`src/hw/rtl/spc_pkg.sv`:
```
// Shared types, widths and constants for the servo PID position controller.
package spc_pkg;

    // Field widths fixed by the interface.
    localparam int POS_W     = 10;
    localparam int GAIN_W    = 10;
    localparam int DB_W      = 9;
    localparam int CNT_W     = 8;
    localparam int DRIVE_W   = 10;
    localparam int CFG_IDX_W = 3;
    localparam int CFG_DAT_W = 10;

    // Internal arithmetic widths.
    localparam int ERR_W  = POS_W + 1;          // error is zero or negative
    localparam int ES_W   = 32;                 // integral accumulator
    localparam int PID_W  = 44;                 // sum of the three products
    localparam int THR_W  = 18;                 // saturation threshold on the sum
    localparam int M_W    = 17;                 // clipped magnitude fed to the divider
    localparam int RECIP_W = 19;
    localparam int PROD_W = M_W + RECIP_W;
    localparam int Q_W    = 11;
    localparam int LVL_W  = 13;

    localparam logic [DRIVE_W-1:0] DRIVE_MAX = 10'd1023;

    // Division by 100 as a multiply by ceil(2^25 / 100) and a shift. It is
    // exact for magnitudes below 493447; larger ones are clipped first, which
    // does not change the clamped drive level.
    localparam logic [RECIP_W-1:0] RECIP_100   = 19'd335545;
    localparam int                 RECIP_SHIFT = 25;
    localparam logic [M_W-1:0]     M_CLAMP     = 17'd131071;

    localparam logic [CNT_W-1:0] COUNT_RESET = 8'd6;

    typedef enum logic [1:0] {
        MODE_START = 2'd0,
        MODE_RUN   = 2'd1,
        MODE_BRAKE = 2'd2,
        MODE_STOP  = 2'd3
    } t_mode;

    typedef enum logic [1:0] {
        DRV_HOLD = 2'd0,
        DRV_LOAD = 2'd1,
        DRV_ZERO = 2'd2
    } t_drv_op;

    typedef enum logic [CFG_IDX_W-1:0] {
        CFG_GAIN_P       = 3'd0,
        CFG_GAIN_I       = 3'd1,
        CFG_GAIN_D       = 3'd2,
        CFG_SLEW_STEP    = 3'd3,
        CFG_DEAD_BAND    = 3'd4,
        CFG_DRIVE_FLOOR  = 3'd5,
        CFG_SETTLE_TICKS = 3'd6,
        CFG_SERVO_ON     = 3'd7
    } t_cfg_idx;

    typedef struct packed {
        logic        [GAIN_W-1:0]  gain_p;
        logic        [GAIN_W-1:0]  gain_i;
        logic        [GAIN_W-1:0]  gain_d;
        logic        [POS_W-1:0]   slew_step;
        logic        [DB_W-1:0]    dead_band;
        logic        [DRIVE_W-1:0] drive_floor;
        logic        [CNT_W-1:0]   settle_ticks;
        logic                      servo_on;
        logic signed [THR_W-1:0]   sat_thresh;
    } t_cfg;

    // Handoff from the state pass to the drive stage.
    typedef struct packed {
        logic signed [PID_W-1:0] pid;
        t_drv_op                 drv_op;
        t_mode                   mode;
        logic                    dir;
        logic                    sat;
        logic                    on;
    } t_stage;

    // The drive saturates when floor - trunc(pid / 100) > DRIVE_MAX, which is
    // the same as pid <= 100 * (floor - DRIVE_MAX - 1).
    function automatic logic signed [THR_W-1:0] sat_thresh(input logic [DRIVE_W-1:0] floor_lvl);
        logic signed [THR_W-1:0] d;
        begin
            d = {{(THR_W-DRIVE_W){1'b0}}, floor_lvl}
                - {{(THR_W-DRIVE_W){1'b0}}, DRIVE_MAX} - THR_W'(1);
            sat_thresh = (d <<< 6) + (d <<< 5) + (d <<< 2);
        end
    endfunction

endpackage

```
`src/hw/rtl/servo_pid_position_controller.sv`:
```
// Top level of the servo PID position controller: ports, configuration and pipeline control.
//
//   Channel   Direction  Handshake                  Carries
//   -------   ---------  -------------------------  -----------------------------------------
//   input     in         i_valid / o_stall          i_target_pos, i_measured_pos
//   result    out        o_valid / i_stall          o_fwd_drive, o_rev_drive, o_loop_mode,
//                                                   o_turn_dir, o_drive_saturated
//   config    in         i_cfg_valid / o_cfg_ready  i_cfg_index, i_cfg_wdata
//
// The block takes one item per clock cycle while o_stall is low; each item passes through
// an input register, the state pass and the drive stage.
// The state pass closes the tick-to-tick loop (integral and saturation flag) on its own;
// saturation is found by comparing the PID sum against a threshold, so the division by
// 100 sits in the following drive stage, outside the loop.
// Reset is synchronous and active low. It loads the default configuration, puts the mode
// machine in start and empties the pipeline; no clearing pass is needed.
// A stall on the result side holds the output register; stages behind it keep filling,
// and o_stall rises only once all three stages hold an item.
module servo_pid_position_controller import spc_pkg::*; #(
    parameter int HISTORY_DEPTH = 6
) (
    input  logic                 i_clk,
    input  logic                 i_rst_n,

    input  logic                 i_valid,
    output logic                 o_stall,
    input  logic [POS_W-1:0]     i_target_pos,
    input  logic [POS_W-1:0]     i_measured_pos,

    output logic                 o_valid,
    input  logic                 i_stall,
    output logic [DRIVE_W-1:0]   o_fwd_drive,
    output logic [DRIVE_W-1:0]   o_rev_drive,
    output logic [1:0]           o_loop_mode,
    output logic                 o_turn_dir,
    output logic                 o_drive_saturated,

    input  logic                 i_cfg_valid,
    output logic                 o_cfg_ready,
    input  logic [CFG_IDX_W-1:0] i_cfg_index,
    input  logic [CFG_DAT_W-1:0] i_cfg_wdata
);

    t_cfg               r_cfg;

    logic               r_in_valid;
    logic [POS_W-1:0]   r_target_pos;
    logic [POS_W-1:0]   r_measured_pos;
    logic               r_s1_valid;
    logic               r_out_valid;

    logic               en_in;
    logic               en_s1;
    logic               en_out;
    logic               fire_s1;
    logic               fire_out;

    t_stage             stage;
    t_mode              out_mode;

    // Configuration registers. Writes are always taken; the data is cut to
    // the width of the register addressed.
    assign o_cfg_ready = 1'b1;

    always_ff @(posedge i_clk) begin
        if (!i_rst_n) begin
            r_cfg.gain_p       <= 10'd100;
            r_cfg.gain_i       <= 10'd1;
            r_cfg.gain_d       <= 10'd100;
            r_cfg.slew_step    <= 10'd20;
            r_cfg.dead_band    <= 9'd10;
            r_cfg.drive_floor  <= 10'd75;
            r_cfg.settle_ticks <= COUNT_RESET;
            r_cfg.servo_on     <= 1'b1;
            r_cfg.sat_thresh   <= sat_thresh(10'd75);
        end else if (i_cfg_valid && o_cfg_ready) begin
            unique case (i_cfg_index)
                CFG_GAIN_P:       r_cfg.gain_p       <= i_cfg_wdata[GAIN_W-1:0];
                CFG_GAIN_I:       r_cfg.gain_i       <= i_cfg_wdata[GAIN_W-1:0];
                CFG_GAIN_D:       r_cfg.gain_d       <= i_cfg_wdata[GAIN_W-1:0];
                CFG_SLEW_STEP:    r_cfg.slew_step    <= i_cfg_wdata[POS_W-1:0];
                CFG_DEAD_BAND:    r_cfg.dead_band    <= i_cfg_wdata[DB_W-1:0];
                CFG_DRIVE_FLOOR: begin
                    r_cfg.drive_floor <= i_cfg_wdata[DRIVE_W-1:0];
                    r_cfg.sat_thresh  <= sat_thresh(i_cfg_wdata[DRIVE_W-1:0]);
                end
                CFG_SETTLE_TICKS: r_cfg.settle_ticks <= i_cfg_wdata[CNT_W-1:0];
                CFG_SERVO_ON:     r_cfg.servo_on     <= i_cfg_wdata[0];
                default: ;
            endcase
        end
    end

    // Each stage moves on when the stage after it is empty or moving.
    assign en_out   = !r_out_valid || !i_stall;
    assign en_s1    = !r_s1_valid || en_out;
    assign en_in    = !r_in_valid || en_s1;
    assign fire_s1  = r_in_valid && en_s1;
    assign fire_out = r_s1_valid && en_out;
    assign o_stall  = !en_in;

    always_ff @(posedge i_clk) begin
        if (!i_rst_n) begin
            r_in_valid  <= 1'b0;
            r_s1_valid  <= 1'b0;
            r_out_valid <= 1'b0;
        end else begin
            if (en_in) begin
                r_in_valid <= i_valid;
            end
            if (en_s1) begin
                r_s1_valid <= r_in_valid;
            end
            if (en_out) begin
                r_out_valid <= r_s1_valid;
            end
        end
    end

    always_ff @(posedge i_clk) begin
        if (i_valid && en_in) begin
            r_target_pos   <= i_target_pos;
            r_measured_pos <= i_measured_pos;
        end
    end

    // The state pass updates the controller state once per item, in order.
    spc_state #(
        .HISTORY_DEPTH(HISTORY_DEPTH)
    ) u_state (
        .i_clk          (i_clk),
        .i_rst_n        (i_rst_n),
        .i_fire         (fire_s1),
        .i_target_pos   (r_target_pos),
        .i_measured_pos (r_measured_pos),
        .i_cfg          (r_cfg),
        .o_stage        (stage)
    );

    // The drive stage keeps the held drive level and forms the result item.
    spc_drive u_drive (
        .i_clk         (i_clk),
        .i_rst_n       (i_rst_n),
        .i_fire        (fire_out),
        .i_stage       (stage),
        .i_drive_floor (r_cfg.drive_floor),
        .o_fwd_drive   (o_fwd_drive),
        .o_rev_drive   (o_rev_drive),
        .o_mode        (out_mode),
        .o_dir         (o_turn_dir),
        .o_sat         (o_drive_saturated)
    );

    assign o_valid     = r_out_valid;
    assign o_loop_mode = out_mode;

    // Outside brake the motor is never driven both ways at once.
    a_one_side: assert property (@(posedge i_clk) disable iff (!i_rst_n)
        (o_valid && o_loop_mode != MODE_BRAKE) |-> (o_fwd_drive == '0 || o_rev_drive == '0))
        else $error("drive on both sides outside brake");

    // An enabled brake result carries full drive on both sides.
    a_brake_full: assert property (@(posedge i_clk) disable iff (!i_rst_n)
        (o_valid && r_cfg.servo_on && o_loop_mode == MODE_BRAKE)
        |-> (o_fwd_drive == DRIVE_MAX && o_rev_drive == DRIVE_MAX))
        else $error("brake result without full drive");

    // Input is held off only when every stage holds an item.
    a_stall_full: assert property (@(posedge i_clk) disable iff (!i_rst_n)
        o_stall |-> (r_in_valid && r_s1_valid && r_out_valid))
        else $error("input stalled with an empty stage");

    // An item leaving the state pass is shown as a result on the next cycle.
    a_out_follows: assert property (@(posedge i_clk) disable iff (!i_rst_n)
        fire_out |=> o_valid)
        else $error("result lost between stages");

endmodule

```
`src/hw/rtl/spc_state.sv`:
```
// State pass: mode machine, slew limit, error history, integral and PID sum.
module spc_state import spc_pkg::*; #(
    parameter int HISTORY_DEPTH = 6
) (
    input  logic               i_clk,
    input  logic               i_rst_n,
    input  logic               i_fire,
    input  logic [POS_W-1:0]   i_target_pos,
    input  logic [POS_W-1:0]   i_measured_pos,
    input  t_cfg               i_cfg,
    output t_stage             o_stage
);

    localparam int TAPS = HISTORY_DEPTH - 1;
    localparam int PP_W = GAIN_W + 1 + ERR_W;
    localparam int PI_W = GAIN_W + 1 + ES_W;
    localparam int DF_W = ERR_W + 1;
    localparam int PD_W = GAIN_W + 1 + DF_W;

    t_mode                   r_mode, n_mode;
    logic                    r_dir_now, n_dir_now;
    logic                    r_dir_before, n_dir_before;
    logic                    r_sat, n_sat;
    logic [CNT_W-1:0]        r_stop_cnt, n_stop_cnt;
    logic [CNT_W-1:0]        r_brake_cnt, n_brake_cnt;
    logic [POS_W-1:0]        r_cmd, n_cmd;
    logic signed [ES_W-1:0]  r_es, n_es;
    logic signed [ERR_W-1:0] r_hist [TAPS];
    logic                    n_hist_shift;
    t_stage                  r_stage, n_stage;

    logic [POS_W-1:0]        pos_dist;
    logic                    do_run;
    logic [CNT_W-1:0]        bc_run;
    logic [POS_W:0]          cmd_up;
    logic [POS_W-1:0]        cmd_dn;
    logic [POS_W-1:0]        cmd_new;
    logic signed [ERR_W-1:0] err;
    logic                    dir_run;
    logic signed [ERR_W-1:0] past;
    logic signed [ES_W-1:0]  es_base;
    logic signed [ES_W:0]    acc;
    logic signed [ES_W-1:0]  es_run;
    logic signed [DF_W-1:0]  diff;
    logic signed [PP_W-1:0]  p_p;
    logic signed [PI_W-1:0]  p_i;
    logic signed [PD_W-1:0]  p_d;
    logic signed [PID_W-1:0] pid;
    logic                    sat_run;

    assign pos_dist = (i_measured_pos > i_target_pos) ? i_measured_pos - i_target_pos
                                                      : i_target_pos - i_measured_pos;

    // Run step, evaluated every cycle and used when the mode machine asks for it.
    always_comb begin
        if (pos_dist < {1'b0, i_cfg.dead_band}) begin
            bc_run = (r_brake_cnt != '0) ? r_brake_cnt - CNT_W'(1) : r_brake_cnt;
        end else begin
            bc_run = i_cfg.settle_ticks;
        end

        cmd_up = {1'b0, r_cmd} + {1'b0, i_cfg.slew_step};
        cmd_dn = r_cmd - i_cfg.slew_step;
        if (r_cmd < i_target_pos) begin
            cmd_new = (cmd_up > {1'b0, i_target_pos}) ? i_target_pos : cmd_up[POS_W-1:0];
        end else if (r_cmd > i_target_pos) begin
            cmd_new = (r_cmd < i_cfg.slew_step || cmd_dn < i_target_pos) ? i_target_pos
                                                                         : cmd_dn;
        end else begin
            cmd_new = r_cmd;
        end

        if (i_measured_pos < cmd_new) begin
            dir_run = 1'b0;
            err     = {1'b0, i_measured_pos} - {1'b0, cmd_new};
        end else if (i_measured_pos > cmd_new) begin
            dir_run = 1'b1;
            err     = {1'b0, cmd_new} - {1'b0, i_measured_pos};
        end else begin
            dir_run = r_dir_now;
            err     = '0;
        end

        past    = r_hist[TAPS-1];
        es_base = (r_dir_before != dir_run) ? '0 : r_es;
        acc     = {es_base[ES_W-1], es_base} + (ES_W+1)'(err);
        if (r_sat) begin
            es_run = es_base;
        end else if (acc[ES_W] != acc[ES_W-1]) begin
            es_run = {1'b1, {(ES_W-1){1'b0}}};
        end else begin
            es_run = acc[ES_W-1:0];
        end

        diff    = DF_W'(err) - DF_W'(past);
        p_p     = PP_W'($signed({1'b0, i_cfg.gain_p})) * PP_W'(err);
        p_i     = PI_W'($signed({1'b0, i_cfg.gain_i})) * PI_W'(es_run);
        p_d     = PD_W'($signed({1'b0, i_cfg.gain_d})) * PD_W'(diff);
        pid     = PID_W'(p_p) + PID_W'(p_i) + PID_W'(p_d);
        sat_run = (pid <= PID_W'(i_cfg.sat_thresh));
    end

    // Mode machine.
    always_comb begin
        n_mode       = r_mode;
        n_dir_now    = r_dir_now;
        n_dir_before = r_dir_before;
        n_sat        = r_sat;
        n_stop_cnt   = r_stop_cnt;
        n_brake_cnt  = r_brake_cnt;
        n_cmd        = r_cmd;
        n_es         = r_es;
        n_hist_shift = 1'b0;
        do_run       = 1'b0;
        n_stage.drv_op = DRV_HOLD;

        if (i_cfg.servo_on) begin
            unique case (r_mode)
                MODE_START: begin
                    n_dir_now = (i_target_pos < i_measured_pos) ? 1'b0 : 1'b1;
                    n_mode    = MODE_RUN;
                    n_es      = '0;
                    n_cmd     = i_measured_pos;
                end
                MODE_BRAKE: begin
                    if (pos_dist > {i_cfg.dead_band, 1'b0}) begin
                        n_stop_cnt = i_cfg.settle_ticks;
                        n_mode     = MODE_RUN;
                        do_run     = 1'b1;
                    end else if (r_stop_cnt != '0) begin
                        n_stop_cnt = r_stop_cnt - CNT_W'(1);
                    end else begin
                        n_stage.drv_op = DRV_ZERO;
                        n_es           = '0;
                        n_mode         = MODE_STOP;
                    end
                end
                MODE_RUN: begin
                    do_run = 1'b1;
                end
                MODE_STOP: begin
                    if (pos_dist > {1'b0, i_cfg.dead_band}) begin
                        n_mode = MODE_RUN;
                    end else begin
                        n_stage.drv_op = DRV_ZERO;
                    end
                    n_cmd = i_measured_pos;
                end
                default: begin
                    n_mode = MODE_START;
                end
            endcase

            if (do_run) begin
                n_brake_cnt = bc_run;
                if (bc_run == '0) begin
                    n_mode = MODE_BRAKE;
                end else begin
                    n_stop_cnt     = i_cfg.settle_ticks;
                    n_cmd          = cmd_new;
                    n_dir_now      = dir_run;
                    n_dir_before   = dir_run;
                    n_es           = es_run;
                    n_sat          = sat_run;
                    n_hist_shift   = 1'b1;
                    n_stage.drv_op = DRV_LOAD;
                end
            end
        end

        n_stage.pid  = pid;
        n_stage.mode = n_mode;
        n_stage.dir  = n_dir_now;
        n_stage.sat  = n_sat;
        n_stage.on   = i_cfg.servo_on;
    end

    always_ff @(posedge i_clk) begin
        if (!i_rst_n) begin
            r_mode       <= MODE_START;
            r_dir_now    <= 1'b0;
            r_dir_before <= 1'b0;
            r_sat        <= 1'b0;
            r_stop_cnt   <= COUNT_RESET;
            r_brake_cnt  <= COUNT_RESET;
            r_cmd        <= '0;
            r_es         <= '0;
            for (int k = 0; k < TAPS; k++) begin
                r_hist[k] <= '0;
            end
        end else if (i_fire) begin
            r_mode       <= n_mode;
            r_dir_now    <= n_dir_now;
            r_dir_before <= n_dir_before;
            r_sat        <= n_sat;
            r_stop_cnt   <= n_stop_cnt;
            r_brake_cnt  <= n_brake_cnt;
            r_cmd        <= n_cmd;
            r_es         <= n_es;
            if (n_hist_shift) begin
                r_hist[0] <= err;
                for (int k = 1; k < TAPS; k++) begin
                    r_hist[k] <= r_hist[k-1];
                end
            end
        end
    end

    always_ff @(posedge i_clk) begin
        if (i_fire) begin
            r_stage <= n_stage;
        end
    end

    assign o_stage = r_stage;

endmodule

```
`src/hw/rtl/spc_drive.sv`:
```
// Drive stage: divides the PID sum by 100, clamps the level and forms the result.
module spc_drive import spc_pkg::*; (
    input  logic               i_clk,
    input  logic               i_rst_n,
    input  logic               i_fire,
    input  t_stage             i_stage,
    input  logic [DRIVE_W-1:0] i_drive_floor,
    output logic [DRIVE_W-1:0] o_fwd_drive,
    output logic [DRIVE_W-1:0] o_rev_drive,
    output t_mode              o_mode,
    output logic               o_dir,
    output logic               o_sat
);

    logic [DRIVE_W-1:0]      r_level, n_level;
    logic [DRIVE_W-1:0]      r_fwd, n_fwd;
    logic [DRIVE_W-1:0]      r_rev, n_rev;
    t_mode                   r_mode;
    logic                    r_dir;
    logic                    r_sat;

    logic [PID_W-1:0]        mag;
    logic [M_W-1:0]          m_clip;
    logic [PROD_W-1:0]       prod;
    logic [Q_W-1:0]          quot;
    logic signed [LVL_W-1:0] lvl;
    logic [DRIVE_W-1:0]      lvl_clamped;

    always_comb begin
        mag    = i_stage.pid[PID_W-1] ? PID_W'(-i_stage.pid) : PID_W'(i_stage.pid);
        m_clip = (mag > PID_W'(M_CLAMP)) ? M_CLAMP : mag[M_W-1:0];
        prod   = PROD_W'(m_clip) * PROD_W'(RECIP_100);
        quot   = prod[RECIP_SHIFT +: Q_W];

        // The quotient truncates toward zero, so its sign follows the sum.
        if (i_stage.pid[PID_W-1]) begin
            lvl = LVL_W'(i_drive_floor) + LVL_W'(quot);
        end else begin
            lvl = LVL_W'(i_drive_floor) - LVL_W'(quot);
        end

        if (lvl < 0) begin
            lvl_clamped = '0;
        end else if (lvl > LVL_W'(DRIVE_MAX)) begin
            lvl_clamped = DRIVE_MAX;
        end else begin
            lvl_clamped = lvl[DRIVE_W-1:0];
        end

        case (i_stage.drv_op)
            DRV_LOAD: n_level = lvl_clamped;
            DRV_ZERO: n_level = '0;
            default:  n_level = r_level;
        endcase

        n_fwd = '0;
        n_rev = '0;
        if (i_stage.on) begin
            if (i_stage.mode == MODE_BRAKE) begin
                n_fwd = DRIVE_MAX;
                n_rev = DRIVE_MAX;
            end else if (i_stage.mode == MODE_RUN) begin
                if (i_stage.dir) begin
                    n_rev = n_level;
                end else begin
                    n_fwd = n_level;
                end
            end
        end
    end

    always_ff @(posedge i_clk) begin
        if (!i_rst_n) begin
            r_level <= '0;
        end else if (i_fire) begin
            r_level <= n_level;
        end
    end

    always_ff @(posedge i_clk) begin
        if (i_fire) begin
            r_fwd  <= n_fwd;
            r_rev  <= n_rev;
            r_mode <= i_stage.mode;
            r_dir  <= i_stage.dir;
            r_sat  <= i_stage.sat;
        end
    end

    assign o_fwd_drive = r_fwd;
    assign o_rev_drive = r_rev;
    assign o_mode      = r_mode;
    assign o_dir       = r_dir;
    assign o_sat       = r_sat;

endmodule

```
`config.mk`:
```
export PLATFORM = sky130hd
export DESIGN_NAME = servo_pid_position_controller
export DESIGN_NICKNAME = d
export VERILOG_FILES = /design/src/hw/rtl/spc_pkg.sv /design/src/hw/rtl/servo_pid_position_controller.sv /design/src/hw/rtl/spc_state.sv /design/src/hw/rtl/spc_drive.sv
export SDC_FILE = /design/constraint.sdc
export NUM_CORES = 2
export LEC_CHECK = 0
export ABC_AREA = 1
export ABC_CLOCK_PERIOD_IN_PS = 33800
export BUFFER_PORTS_ARGS = -buffer_cell sky130_fd_sc_hd__buf_2
export CORE_MARGIN = 2
export CORE_UTILIZATION = 51
export DETAILED_ROUTE_END_ITERATION = 7
export GPL_TIMING_DRIVEN = 0
export HOLD_SLACK_MARGIN = 0.03
export PLACE_DENSITY_LB_ADDON = 0.15
export SETUP_SLACK_MARGIN = 0.05
export SLEW_MARGIN = 5
export SYNTH_ARGS = -nofsm -noshare
export SYNTH_HDL_FRONTEND = slang
export SYNTH_SLANG_ARGS = --single-unit
```
`constraint.sdc`:
```
create_clock -name i_clk -period 33.8 [get_ports i_clk]
set_input_delay 3.38 -clock i_clk [delete_from_list [all_inputs] [get_ports i_clk]]
set_output_delay 3.38 -clock i_clk [all_outputs]
set_load 0.02 [all_outputs]
```
Word level (Yosys, flattened, before mapping) --
Memories as Yosys holds them, arrays and structs flattened. Cells that the tools add are included. W data, S select, Z words.
Storage, ports and cells: memories 1, output and inout bits 27, flip-flop bits (word level) 257, bits in writable memories 55
Operators by class: equality and inequality tests 16, $lt $le $gt $ge 16, multiply operators 4, reductions and logical operators 29, add/subtract/negate cells 19, bitwise gates (word level) 6, muxes and demuxes 76
Memories:
- u_state.r_hist | words 5, width 11, read ports 5, clocked after memory_dff 0, wr ports 5, RTL line spc_state.sv:28 | logic signed [ERR_W-1:0] r_hist [TAPS];
Operator list (number):
- $mux W32 | 7
- $mux W10 | 16
- $mux W11 | 7
- $pmux W32 S2 | 1
- $mux W8 | 7
- $lt A10 B10 Y1 | 5
- $add A22 B43 Y44 | 1
- $add A44 B23 Y44 | 1
- $gt A44 B17 Y1 const B | 1
- $le A44 B18 Y1 | 1
- $mux W44 | 1
- $neg A44 Y44 | 1
- $mul A11 B32 Y43 | 1
- $gt A10 B10 Y1 | 4
- $mul A17 B19 Y36 const B | 1
- $add A32 B11 Y33 | 1
- $sub A10 B10 Y10 | 3
- $mul A11 B12 Y23 | 1
- $mul A11 B11 Y22 | 1
- $mux W2 | 11
- $sub A10 B10 Y11 | 2
- $mux W1 | 20
- $pmux W10 S2 | 1
- $add A18 B14 Y18 | 1
- other kinds (37) | 70

Logic depth before layout (Yosys ltp) --
word-level depth 22, mapped depth 114, depth with buffers taken out 111

Hierarchy --
A second synthesis with hierarchy kept.
Unflattened totals: cell total of the unflattened synthesis 6495, area, all modules 52285.1 um2
By module, submodules not included:
- spc_state | cells each 4577, times used 1, sequential area each 4444.3 um2, area each 37714.9 um2
- spc_drive | cells each 1316, times used 1, sequential area each 920.9 um2, area each 9686.8 um2
- servo_pid_position_controller | cells each 602, times used 1, sequential area each 2322.2 um2, area each 4883.4 um2

Least setup slack after synthesis --
OpenSTA, ideal clock, no wires.
path type reg2reg, start register r_cfg[48] (netlist name), end register u_state.r_stage (netlist bit u_state.o_stage[1]) (data pin), library setup time 256 ps, required time 33544 ps, path buffers 6, arrival 16755 ps, cell stages (with the launch flop) 109, setup slack 16789 ps, clock period less this slack 17011 ps, cell sequence dfxtp_1 inv_1 ha_1 inv_1 o21bai_1 a21oi_1 o21bai_1 a21oi_1 o21ai_0 xor2_1 inv_1 ha_1 a21o_1 a31oi_1 nor2_1 a211o_1 nand2_1 inv_1 (+73 left out) inv_1 o21ai_1 nand3_1 a21boi_1 o21ai_0 a21boi_2 o21ai_0 xor2_1 ha_1 nand2_1 inv_1 nand4_1 nor4_1 a311o_1 a21boi_0 o2111ai_1 o21ai_1 inv_1
RTL lines:
- start, declared | RTL line servo_pid_position_controller.sv:44 | t_cfg r_cfg;
- end signal, assigned | RTL line spc_state.sv:211 | r_stage <= n_stage;
- end, declared | RTL line spc_state.sv:30 | t_stage r_stage, n_stage;

==> results.md <==
- Status: completed
- Sequential area share after synthesis: about 15%
- Initial Utilization: a little over 50%
- Setup Fix Bufs, Post-CTS: 0
- CTS sink cnt: about 310
- Final Critical Period: roughly 22000 ps
- Full die area: just over 100000 sq um
- Syn nets: 7516
- FP Rows: between 100 and 150
- Yosys reg bits: just over 300
- RSZ-0062 raised after global routing: false
- Post-synth top flop: dfxtp_1
- WL per Instance: just under 20 um
- WL final: 145 mm
- Nets: roughly 7.6k
- Final Skew: 27.8 ps
- Die width: 318 um
- Mapped Area: approximately 50000 sq um
- Worst-Skew Late Latency: roughly 590 ps
- DR vias/cell: 5.35
- Commonest non-fill, non-tap cell in the layout: inv_1
- Post-CTS Resized: 0
- Worst-Margin Slew: 1420 ps
- Max Slew Vio Count: 0
- Terminus of the critical flop-to-flop path: u_state.o_stage[1]$_DFFE_PP_
- Flop-to-flop setup slack: about 12000 ps
- R2r worst-path depth: around 110
- Pin count of the biggest net entering global routing: 45
- Yosys warns: 0
- # IOs: 65
- Dpl cells: between 7k and 8k
- Setup crit end: u_state.o_stage[1]$_DFFE_PP_
- Clk root buf: clkbuf_16
- Num CTS Buffers: 39
- Avg Inst Size Synth: between 8 and 9 sq um
- DRT Pass-1 Iters: 6
- H-tree levels: 2
- Largest fanout on the critical path: 10
- Hold buffer count at cts: 0
- Hold Path Class: reg -> reg
- Dpl hpwl: 124 mm
- Util after Layout: about 55%
- Antenna violations before repair: 4
- Grt ovf: 0
- Layout cells sized above 1: slightly above 4%
- CTS tree: built
- TNS Setup: 0 ps
- CP max stage cell: nor4_1
- Final Setup Violations: 0
- DR vias: 40.3k
- Number of remaining DRC errors: 0
- Die Y: ~320 um
- Final ANT Viol Nets: 0
- Critical Path Source: r_cfg[47]$_SDFFE_PN0P_
- Hold Vio Cnt, Final: 0
- Crit-path max cell delay: 650 ps
- Required @ worst endpoint: 34100 ps
- Detailed router's first-iteration violation count: ~3.0k
- EDFF count, synth: 150
- Routability cong.: roughly 0.96
- Top delay family on crit path: compound AO/OA/AOI/OAI gates
- Worst Setup Path Type: reg -> reg
- Ys async rst share: 0%
- Core area: a little under 100000 sq um
- WP buf/inv: 22
- Final Non-Filler Cells: roughly 7.5k
- Max Buffers Root-to-Sink: 3
- Mapped Cells: 6106
- Gr usage total: slightly below 30%
- Port Buf Inserts: 62
- Worst EP arrival: 22370 ps
- Clock transition at path regs: 60 ps
- Most frequent cells in the layout: inv_1, nand2_1, fa_1
- Worst R2R Start: r_cfg[47]$_SDFFE_PN0P_
- Worst setup EP type: flip-flop
- Max-cap violations: 0
- First-pass GRT wire length: 229 mm
- Crit path depth: between 100 and 150
- Hold_sp: u_state.o_stage[1]$_DFFE_PP_
- Vias in the first global route: a little over 40k
- Achievable Freq: approximately 45 MHz
- Relative slew slack: around 4.4%
- Top cell by count, worst path: inv_1
- Fin crit share: between 60% and 70%
- Area grow syn2layout: 6.70%
- Synth unique cells: 72
- Setup crit start kind: flip-flop
-- layer usage --
metal  share of wire [%]  vias up  GRT usage (%)
met5                   0        -              0
met4                 3.9        0           10.2
met3                 5.5      209           2.80
met2                  46     1130           47.1
met1                  45    19813           40.8
li1                    -    19153              -
-- worst min path at each step --
stage / endpoint / slack [ps] / cells after the start
after floorplan: u_drive.o_sat$_DFFE_PP_ / 400 / 0
after global placement: u_drive.o_sat$_DFFE_PP_ / 400 / 0
after detailed placement: u_drive.o_sat$_DFFE_PP_ / 410 / 0
after CTS: u_drive.o_sat$_DFFE_PP_ / 430 / 0
after global routing: u_drive.o_sat$_DFFE_PP_ / 450 / 0
final: u_drive.o_sat$_DFFE_PP_ / 430 / 0
-- synth_stat cells, types with 14 or more instances --
master,number,share of area (%)
inv_1,1370,10
nand2_1,968,7.2
fa_1,760,30
ha_1,612,15
nor2_1,588,4.4
a21oi_1,377,3.8
o21ai_0,275,2.7
dfxtp_1,159,6.3
edfxtp_1,150,9.0
nand3_1,142,1.4
clkbuf_1,103,0.77
xor2_1,100,1.7
xnor2_1,50,0.87
o21ai_1,46,0.46
o211ai_1,42,0.63
nand4_1,34,0.42
nor3_1,24,0.24
o21bai_1,21,0.31
or2_2,21,0.26
a31oi_1,20,0.25
buf_2,18,0.18
inv_2,18,0.13
nand3b_1,16,0.24
o31ai_1,15,0.22
nand2_2,14,0.17
-- area by class of cell --
class	instances	area [sq um]
Tap cell	1287	1610
Antenna cell	2	5.00
Buffer	141	629
Multi-Input combinational cell	4256	36700
Timing Repair Buffer	67	395
Clock inverter	24	265
Sequential cell	309	7690
Clock buffer	47	1070
Inverter	1400	5260
Fill cell	9351	44500
-- state kept, by name (all words and copies together), names as in the netlist, 10 cells and up --
| name | count |
|---|---|
| u_drive.r_level | 10 |
| u_state.r_es | 32 |
| r_cfg | 83 |
| u_drive.o_fwd_drive | 10 |
| u_state.r_hist | 55 |
| u_drive.o_rev_drive | 10 |
| r_target_pos | 10 |
| u_state.r_cmd | 10 |
| u_state.o_stage | 51 |
| r_measured_pos | 10 |
-- per-stage QoR --
step / area (sq um) / setup WS (ps) / hold WS, ps
2_1_floorplan: 50300 / 16790 / 400
4_1_cts: 53700 / 11870 / 429
5_1_grt: 53700 / 10140 / 448
6_report: 53700 / 11730 / 426
3_3_place_gp: 52200 / 11910 / 405
3_5_place_dp: 52300 / 11920 / 415
-- kinds of logic (layout without fill, tap and decap cells) --
family          after synthesis  after routing  share of synthesized area [%]
flops                       309            309                           15.3
buf+inv                    1541           1679                           11.7
mux                           4              4                         0.0796
fa+ha+maj                  1372           1372                           45.5
compound gates              875            875                           9.67
other cells                   1              3                        0.00746
xor+xnor                    151            151                           2.64
simple gates               1853           1853                           15.1
Power is not shown: default switching activity piles up to over one toggle a cycle in this logic, so the estimate is an artifact.
